==> config.mk <==
export PLATFORM = sky130hd
export DESIGN_NAME = nnts_ctrl
export DESIGN_NICKNAME = d
export VERILOG_FILES = /design/src/nnts_pkg.sv /design/src/nnts_ctrl.sv
export SDC_FILE = /design/constraint.sdc
export NUM_CORES = 1
export LEC_CHECK = 0
export ABC_CLOCK_PERIOD_IN_PS = 950
export BUFFER_PORTS_ARGS = -buffer_cell sky130_fd_sc_hd__buf_2
export CORE_AREA = 2 2 39 41
export DETAILED_ROUTE_END_ITERATION = 10
export DIE_AREA = 0 0 41 43
export GPL_TIMING_DRIVEN = 0
export SLEW_MARGIN = 10
export SYNTH_ARGS = -nofsm -noshare
export SYNTH_HDL_FRONTEND = slang
export SYNTH_SLANG_ARGS = --single-unit
==> constraint.sdc <==
create_clock -name clk -period 0.95 [get_ports clk]
set_input_delay 0.19 -clock clk [delete_from_list [all_inputs] [get_ports clk]]
set_output_delay 0.19 -clock clk [all_outputs]
set_load 0.02 [all_outputs]
==> src/nnts_pkg.sv <==
package nnts_pkg;

	localparam int TILE_WORDS   = 4096;
	localparam int TILE_AW      = $clog2(TILE_WORDS);
	localparam int MAX_SCREEN_W = 800;
	localparam int MAX_SCREEN_H = 600;

	localparam int DIM_W     = 10;
	localparam int TDIM_W    = 7;
	localparam int POS_W     = DIM_W + 1;
	localparam int FB_W      = 19;
	localparam int PIX_W     = 32;
	localparam int CFG_IDX_W = 4;
	localparam int PROD_W    = DIM_W + TDIM_W;
	localparam int FBP_W     = POS_W + DIM_W;
	localparam int SRC_W     = 2 * TDIM_W;
	localparam int SUM_W     = (SRC_W > TILE_AW) ? SRC_W : TILE_AW;
	localparam int DIV_CNT_W = $clog2(TDIM_W);

	localparam logic [DIM_W-1:0]  RST_SCREEN_W = DIM_W'(400);
	localparam logic [DIM_W-1:0]  RST_SCREEN_H = DIM_W'(300);
	localparam logic [TDIM_W-1:0] RST_TILE_DIM = TDIM_W'(1);

	localparam logic [CFG_IDX_W-1:0] REG_SCREEN_W = CFG_IDX_W'(0);
	localparam logic [CFG_IDX_W-1:0] REG_SCREEN_H = CFG_IDX_W'(1);
	localparam logic [CFG_IDX_W-1:0] REG_DEST_X   = CFG_IDX_W'(2);
	localparam logic [CFG_IDX_W-1:0] REG_DEST_Y   = CFG_IDX_W'(3);
	localparam logic [CFG_IDX_W-1:0] REG_DEST_W   = CFG_IDX_W'(4);
	localparam logic [CFG_IDX_W-1:0] REG_DEST_H   = CFG_IDX_W'(5);
	localparam logic [CFG_IDX_W-1:0] REG_TILE_W   = CFG_IDX_W'(6);
	localparam logic [CFG_IDX_W-1:0] REG_TILE_H   = CFG_IDX_W'(7);

	localparam logic OP_LOAD = 1'b0;
	localparam logic OP_DRAW = 1'b1;

	typedef struct packed {
		logic load_wr;
		logic draw_start;
		logic mul_en;
		logic div_start;
		logic div_sel_y;
		logic cap_sx;
		logic cap_sy;
		logic addr_en;
		logic mem_rd;
		logic out_load;
	} nnts_cmd_t;

	typedef struct packed {
		logic draw_empty;
		logic div_done;
	} nnts_sts_t;

endpackage

==> src/nnts_ctrl.sv <==
module nnts_ctrl import nnts_pkg::*; (
	input  logic      clk,
	input  logic      arst_n,
	input  logic      in_valid,
	input  logic      operation,
	output logic      in_ready,
	output logic      out_valid,
	input  logic      out_ready,
	input  nnts_sts_t sts,
	output nnts_cmd_t cmd
);

	typedef enum logic [2:0] {
		ST_IDLE,
		ST_MUL,
		ST_STARTX,
		ST_DIVX,
		ST_DIVY,
		ST_ADDR,
		ST_READ,
		ST_FIN
	} state_t;

	state_t state_q;
	logic   out_valid_q;
	logic   accept;

	always_comb begin
		in_ready       = (state_q == ST_IDLE);
		accept         = in_valid && in_ready;
		cmd.load_wr    = accept && (operation == OP_LOAD);
		cmd.draw_start = accept && (operation == OP_DRAW) && !sts.draw_empty;
		cmd.mul_en     = (state_q == ST_MUL);
		cmd.div_start  = (state_q == ST_STARTX) || ((state_q == ST_DIVX) && sts.div_done);
		cmd.div_sel_y  = (state_q == ST_DIVX);
		cmd.cap_sx     = (state_q == ST_DIVX) && sts.div_done;
		cmd.cap_sy     = (state_q == ST_DIVY) && sts.div_done;
		cmd.addr_en    = (state_q == ST_ADDR);
		cmd.mem_rd     = (state_q == ST_READ);
		cmd.out_load   = (state_q == ST_FIN) && (!out_valid_q || out_ready);
	end

	always_ff @(posedge clk or negedge arst_n) begin
		if (!arst_n) begin
			state_q     <= ST_IDLE;
			out_valid_q <= 1'b0;
		end else begin
			if (cmd.out_load) begin
				out_valid_q <= 1'b1;
			end else if (out_ready) begin
				out_valid_q <= 1'b0;
			end
			case (state_q)
				ST_IDLE: begin
					if (cmd.draw_start) begin
						state_q <= ST_MUL;
					end
				end
				ST_MUL:    state_q <= ST_STARTX;
				ST_STARTX: state_q <= ST_DIVX;
				ST_DIVX: begin
					if (sts.div_done) begin
						state_q <= ST_DIVY;
					end
				end
				ST_DIVY: begin
					if (sts.div_done) begin
						state_q <= ST_ADDR;
					end
				end
				ST_ADDR: state_q <= ST_READ;
				ST_READ: state_q <= ST_FIN;
				ST_FIN: begin
					if (cmd.out_load) begin
						state_q <= ST_IDLE;
					end
				end
				default: state_q <= ST_IDLE;
			endcase
		end
	end

	assign out_valid = out_valid_q;

endmodule

### Yosys cells after proc, flatten, opt, wreduce, memory -nomap -nowiden

Cells that the tools add are included.

* ROM bits: 0
* word-level logic and storage cells: 35
* bits in latches: 0
* output and inout port bits: 12
* memories: 0
* register bits after elaboration: 4
* input port bits: 7
* bits in writable memories: 0

* magnitude comparators: 0
* div/mod/pow operators: 0
* equal/unequal tests: 11
* shift operators: 0
* mux-type cells: 7
* multiply operators: 0
* reductions and logical operators: 14
* add/subtract/negate cells: 0
* bitwise logic cells: 1

Operators with widths (number)
* case mux 3 bit (8 select lines): 1
* == test 3 bit (second input constant): 4
* 2-to-1 mux 3 bit: 4
* logical AND 1 bit: 7
* == test 3 x 2 -> 1 bit (second input constant): 2
* inequality test 2 bit (second input constant): 3
* AND reduction 4 bit: 1
* == test 3 x 1 -> 1 bit (second input constant): 1
* zero test 3 bit: 1
* zero test 1 bit: 2
* logical OR 1 bit: 2
* 2-to-1 mux 1 bit: 2
* inequality test 2 x 1 -> 1 bit (second input constant): 1
* nonzero test 2 bit: 1
* NOT 1 bit: 1

### Longest topological paths before layout

Gate-level depths: netlist of the first run.

* depth in word-level cells: 6
* gate-level depth with buffers: 4
* gate-level depth less buffers: 3

### Worst setup path before layout of the first run

No wires, ideal clock.

* path type: register to output
* start point: reg state_q[2]
* end point: out cmd[9] (netlist name)
* arrival: 1.099 ns
* stages on the path, launching flop included: 4
* setup slack: -0.339 ns
* path buffers: 1
* cells stage by stage: dfrtp_1 -> buf_6 -> nor3_4 -> and3b_1

RTL lines
* from (decl): RTL line nnts_ctrl.sv:24 `state_t state_q;`
* from (signal assigned): RTL line nnts_ctrl.sv:45 `state_q <= ST_IDLE;`
* from (signal assigned): RTL line nnts_ctrl.sv:56 `state_q <= ST_MUL;`
* from (signal assigned): RTL line nnts_ctrl.sv:59 `ST_MUL: state_q <= ST_STARTX;`
* to (decl): RTL line nnts_ctrl.sv:10 `output nnts_cmd_t cmd`

==> reports/metrics.yaml, run 1 <==
cts:
  cts.clk_slew.worst_paths_ns: 0.04
  cts_tree: "done"
  root_buffer: "clkbuf_4"
  clockBufferDepth: 2
  h-tree-depth: 1
  cts_made_buffers: 3
  clk_latency_ns: 0.24
  cts_num_sinks: 4
synth:
  syn_inst: 38
  yosysMostFrequentCell: "nor2_1"
  synthArstFlopShare_pct: 100
  syn_avg_cell_area_um2: 8.43
  synthTopCellsByCount: "8 x nor2_1, 4 x dfrtp_1, 4 x nand2_1"
  ys.flop_type: "dfrtp_1"
  synth_edf_count: 0
  synth_area_um2: 320
  ys_seq_elements: 4
  seq_area_frac_synth_pct: 31.3
  synth_cell_type_count: 22
  netlist.area_leader.share_pct: 31.3
  synth.largest_area_cell: "dfrtp_1"
  syn-num-nets: 45
  synth_warnings: 0
  synth_area_leaders: "dfrtp_1 31%, nor2_1 9.4%, buf_6 7.0%"
global_route:
  grt_max_degree: 11
  grt_usage_pct: 13.5
  antenna_found_initial: 0
  grt_pass1_vias: 369
  grt_pass1_wl_mm: 1.52
  overflow: 0
floorplanning:
  ioPinCount: 19
  core_um2: 1380
  die_y_um: 43
  start_util_pct: 23.1
  dieArea_um2: 1760
  fp-row-count: 14
  die_w_um: 41
min_path:
  hold_path.class: "primary input to async pin"
place:
  dpl.hpwl_um: 563
  dp_cells: 72
  place_ws_ns: -0.299
  placed_cell_area_um2: 492
  portBuffers: 18
  gp_congestion: 0.668
sta:
  tns_ns: -4.83
  skew_ns: 0.00237
  slew_headroom_pct: 88.0
  period_share_pct: 150
  fin_ws_ns: -0.471
  worstMarginPinSlew_ns: 0.179
  fin_crit_ns: 1.42
  rsz0062_at_grt: "true"
  fmax_mhz: 704
  finalMaxSlewViolations: 0
  hold_viol: 0
  setup_viol: 15
cells_and_area:
  layout-area-overhead-vs-synth_pct: 117
  antennaDiodeCount: 0
  drive_gt1_share_pct: 75.4
  fin_util_pct: 50.3
  finalNonFillerCells: 85
  finalInstanceArea_um2: 696
  finalNetCount: 77
routing:
  first_pass_iters: 4
  ant_nets: 0
  vias_per_cell: 4.47
  drt_wl_total_um: 936
  wl_per_cell_um: 11.0
  drtIter0Drc: 2
  route.detailed.drc: 0
  vias: 380
power:
  power.share.switching_pct: 43.4
  vdd_drop_max_mv: 1.67
  p_switching_mw: 1.05
  clkPwrFrac_pct: 9.9
  p_per_area_nw_per_um2: 3460
  leakage_nw: 0.320
  comb_power_share_pct: 77.3
  internal_power_mw: 1.36
  p_seq_share_pct: 12.7
flow_run:
  drv_cap: 0
worst_setup_path:
  critical_path.startpoint_type: "register"
  required_ns: 0.76
  crit_arrival_ns: 1.23
  path_max_fanout: 5
  path_class: "register to primary output"
  crit_path_end_kind: "primary output"
outcome:
  violations: "setup timing"
  run_status: "complete, but fails checks"
[worst max-delay path, stage by stage, from the launching register on]
cell     delay, ns
dfrtp_1       0.36
buf_6         0.14
nor3_4        0.18
and3b_2       0.20
buf_6         0.11
[layout make-up]
class	count	area, um^2
Fill cell	124	688
Multi-Input combinational cell	30	269
Timing Repair Buffer	27	238
Sequential cell	4	101
Buffer	3	33.8
Clock buffer	4	26.3
Tap cell	16	20.0
Inverter	1	7.51
[stage by stage]
step | hold WS (ns) | power [mW]
3_5_place_dp | -0.00285 | 1.54
4_1_cts | 0.272 | 2.09
5_1_grt | 0.287 | 2.56
2_1_floorplan | -0.106 | 1.28
3_3_place_gp | -0.00485 | 1.54
6_report | 0.276 | 2.41
[sequential cells by signal (all words and copies together) (netlist names)]
signal	cells
state_q	3
out_valid	1
[final timing paths]
path,startpoint,depth (start not counted),slack (ns),endpoint
setup / recovery,state_q[2],4,-0.47,cmd[9]
hold / removal,arst_n,2,0.28,state_q[1]
setup reg to reg,state_q[1],6,-0.25,state_q[0]
hold reg to reg,state_q[0],3,0.68,state_q[1]
max in group asynchronous,arst_n,2,0.54,out_valid
min in group clk,out_ready,3,0.28,out_valid
[per-layer routing]
metal | track usage, % | part of all wire, % | vias up | routed length [um]
li1 | - | - | 193 | -
met1 | 14.7 | 36 | 172 | 341
met2 | 20.0 | 55 | 11 | 517
met3 | 3.66 | 3.7 | 4 | 35
met4 | 12.0 | 4.5 | 0 | 42
met5 | 0 | 0 | - | 0
[logic make-up after synthesis]
family / after synthesis / synth area share [%]
compound gates: 5 / 10.9
buf+inv: 4 / 10.5
flops: 4 / 31.3
simple gates: 25 / 47.3
[power groups by stage]
stage	combinational, mW	clock [mW]	sequential, mW
2_1_floorplan	0.970	0	0.313
3_3_place_gp	1.24	0	0.294
3_5_place_dp	1.24	0	0.296
4_1_cts	1.55	0.241	0.297
5_1_grt	1.99	0.259	0.313
6_report	1.86	0.239	0.307
[timing repair]
| item | in CTS | in global routing |
|---|---|---|
| gates cloned | 0 | 1 |
| hold endpoints to repair | 4 | 0 |
| setup endpoints to repair | 14 | 15 |
| pin swaps | 3 | 4 |
| resized for setup | 20 | 9 |
| buffers inserted | 4 | 3 |
| hold buffers | 1 | 0 |
[layout by cell type (no fill, tap or decap), drive strengths merged]
master,netlist,final
a211oi,1,1
a21oi,1,1
and2,1,1
and3,2,2
and3b,2,2
buf,3,29
clkbuf,0,4
clkinvlp,0,1
dfrtp,4,4
dlygate4sd3,0,1
nand2,4,4
nand2b,2,2
nand3,2,2
nor2,8,8
nor2b,1,1
nor3,1,1
nor3b,1,1
o2111ai,1,1
o21ai,1,1
o2bb2ai,1,1
or2b,1,1
(Power assumes the default switching activity.)
==> inputs of run 2 (changes only) <==
--- a/config.mk
+++ b/config.mk
@@ -11,6 +11,7 @@
 export DETAILED_ROUTE_END_ITERATION = 10
 export DIE_AREA = 0 0 41 43
 export GPL_TIMING_DRIVEN = 0
+export SETUP_SLACK_MARGIN = 0.5
 export SLEW_MARGIN = 10
 export SYNTH_ARGS = -nofsm -noshare
 export SYNTH_HDL_FRONTEND = slang
==> reports/metrics.yaml, run 2 (synthesis results as in run 1) <==
cells_and_area:
  regMostFlops: "state_q"
  layout_commonest_cell: "buf_6"
  finalNetCount: 85  # +10%
  drive_gt1_share_pct: 79.2  # +3.9 points
  largest_register_ffs: 3  # unchanged
  antennaDiodeCount: 0  # unchanged
  finalNonFillerCells: 93  # +9.4%
  layout-area-overhead-vs-synth_pct: 148
  finalInstanceArea_um2: 795  # +14%
  final_cell_mix: "20 x buf_6, 10 x buf_4, 6 x nor2_4, 6 x buf_2"
routing:
  drtIter0Drc: 1  # -1
  drt_wl_total_mm: 1.11  # +18%
  vias: 424  # +12%
  route.detailed.drc: 0  # unchanged
  vias_per_cell: 4.56  # +2.0%
  wl_per_cell_um: 11.9  # +8.0%
  first_pass_iters: 2  # -2
  ant_nets: 0  # unchanged
power:
  p_seq_share_pct: 10.8  # -1.9 points
  power_mw: 2.83  # +17%
  clkPwrFrac_pct: 8.5  # -1.4 points
  vdd_drop_max_mv: 1.95  # +17%
  p_switching_mw: 1.18  # +13%
  comb_power_share_pct: 80.7  # +3.4 points
  leakage_nw: 0.367  # +14%
  internal_power_mw: 1.65  # +21%
  power.share.switching_pct: 41.8  # -1.6 points
  p_per_area_nw_per_um2: 3560  # +2.8%
place:
  placed_cell_area_um2: 497  # +1.0%
  dp_cells: 72  # unchanged
  dpl.hpwl_um: 595  # +5.8%
  gp_congestion: 0.708  # +5.9%
  portBuffers: 18  # unchanged
floorplanning:
  dieArea_um2: 1760  # unchanged
  die_y_um: 43  # unchanged
  core_um2: 1380  # unchanged
  ioPinCount: 19  # unchanged
  die_w_um: 41  # unchanged
  fp-row-count: 14  # unchanged
  start_util_pct: 23.1  # unchanged
worst_setup_path:
  critical_path.startpoint_type: "register"
  reg2regPathDepth: 6  # unchanged
  crit_path_end_kind: "primary output"
  timing.rr.end: "state_q[1]"
  slowest_delay_ns: 0.37  # about the same
  path_max_fanout: 6  # +1
  crit_arrival_ns: 1.26  # +0.03 ns
  path_cells: "buf_8, nor3_4, and3b_2, buf_6"
  required_ns: 0.76  # about the same
  path_class: "register to primary output"
  slowest_stage: "dfrtp_1"
  rrSetupSlack_ns: -0.26  # about the same
  rr_startpoint: "state_q[2]"
sta:
  skew_ns: 0.00228  # -0.0000829 ns
  setup_viol: 15  # unchanged
  worstMarginPinSlew_ns: 0.156  # -0.0227 ns
  period_share_pct: 153  # +3.5 points
  rsz0062_at_grt: "true"
  hold_viol: 0  # unchanged
  fmax_mhz: 688  # -2.3%
  fin_crit_ns: 1.45  # +0.0330 ns
  tns_ns: -5.24  # -0.408 ns
  finalMaxSlewViolations: 0  # unchanged
  slew_headroom_pct: 89.6  # +1.5 points
  fin_ws_ns: -0.504  # -0.0330 ns
global_route:
  grt_pass1_vias: 397  # +7.6%
  grt_usage_pct: 14.2  # +0.72 points
  grtUsageMet3_pct: 3.14  # -0.52 points
  met2_usage_pct: 23.1  # +3.1 points
  grt.busiest_layer: "met2"
  grt_max_degree: 11  # unchanged
  antenna_found_initial: 0  # unchanged
  overflow: 0  # unchanged
  grt_pass1_wl_mm: 1.61  # +5.9%
  met1_usage_pct: 14.1  # -0.61 points
cts:
  cts_tree: "done"
  h-tree-depth: 1  # unchanged
  root_buffer: "clkbuf_4"
  clk_latency_ns: 0.24  # about the same
  cts_made_buffers: 3  # unchanged
  cts_num_sinks: 4  # unchanged
  cts.clk_slew.worst_paths_ns: 0.04  # about the same
  clockBufferDepth: 2  # unchanged
outcome:
  violations: "setup timing"
  run_status: "complete, but fails checks"
min_path:
  hold_path.class: "primary input to register"
  min_to: "state_q[2]"
  hp-start: "out_ready"
  min_path_cells: 4
flow_run:
  drv_cap: 0  # unchanged
run 2: per-stage QoR:
stage               worst slack, ns  hold WS (ns)  utilization, %
floorplan                    -0.309        -0.106               -
global route                 -0.528         0.301            57.4
CTS                          -0.493         0.275            48.4
global placement             -0.291      -0.00474            35.9
finish                       -0.504         0.275            57.4
detailed placement           -0.294      -0.00426            35.9
run 2: repair_timing:
action / 4_1_cts / 5_1_grt
cloned: 0 / 1
hold buffers: 1 / 0
endpoints found under the hold margin: 4 / 0
pin swaps: 4 / 6
buffers inserted: 7 / 8
gates resized for setup: 25 / 16
setup endpoints to repair: 16 / 17
run 2: area by class of cell:
class,instances,area (um^2)
well taps,16,20.0
plain buffers,3,37.5
inverters,1,7.51
repair buffers,35,318
fillers,114,589
multi-input cells,30,284
flip-flops and latches,4,101
clock buffers,4,26.3
run 2: power groups by stage:
stage | logic (mW) | registers, mW | clock network (mW)
floorplan | 0.990 | 0.313 | 0
global placement | 1.27 | 0.294 | 0
detailed placement | 1.27 | 0.295 | 0
CTS | 1.76 | 0.301 | 0.244
global route | 2.42 | 0.313 | 0.244
finish | 2.28 | 0.306 | 0.241
run 2: layer usage:
| layer | vias up | wire (um) |
|---|---|---|
| li1 | 209 | - |
| met1 | 205 | 421 |
| met2 | 7 | 638 |
| met3 | 3 | 17 |
| met4 | 0 | 28 |
| met5 | - | 0 |
run 2: worst max path at each step:
stage	slack, ns	endpoint	startpoint
global route	-0.53	cmd[9]	state_q[2]
CTS	-0.49	cmd[9]	state_q[1]
global placement	-0.29	cmd[6]	state_q[2]
floorplan	-0.31	cmd[9]	state_q[1]
detailed placement	-0.29	cmd[6]	state_q[2]
finish	-0.50	cmd[9]	state_q[2]
run 2: critical path: cells and delay by family, from the launching register on:
family                 cells  cell delay, ns
AND/OR/NAND/NOR            2            0.40
flip-flops                 1            0.37
buffers and inverters      2            0.25
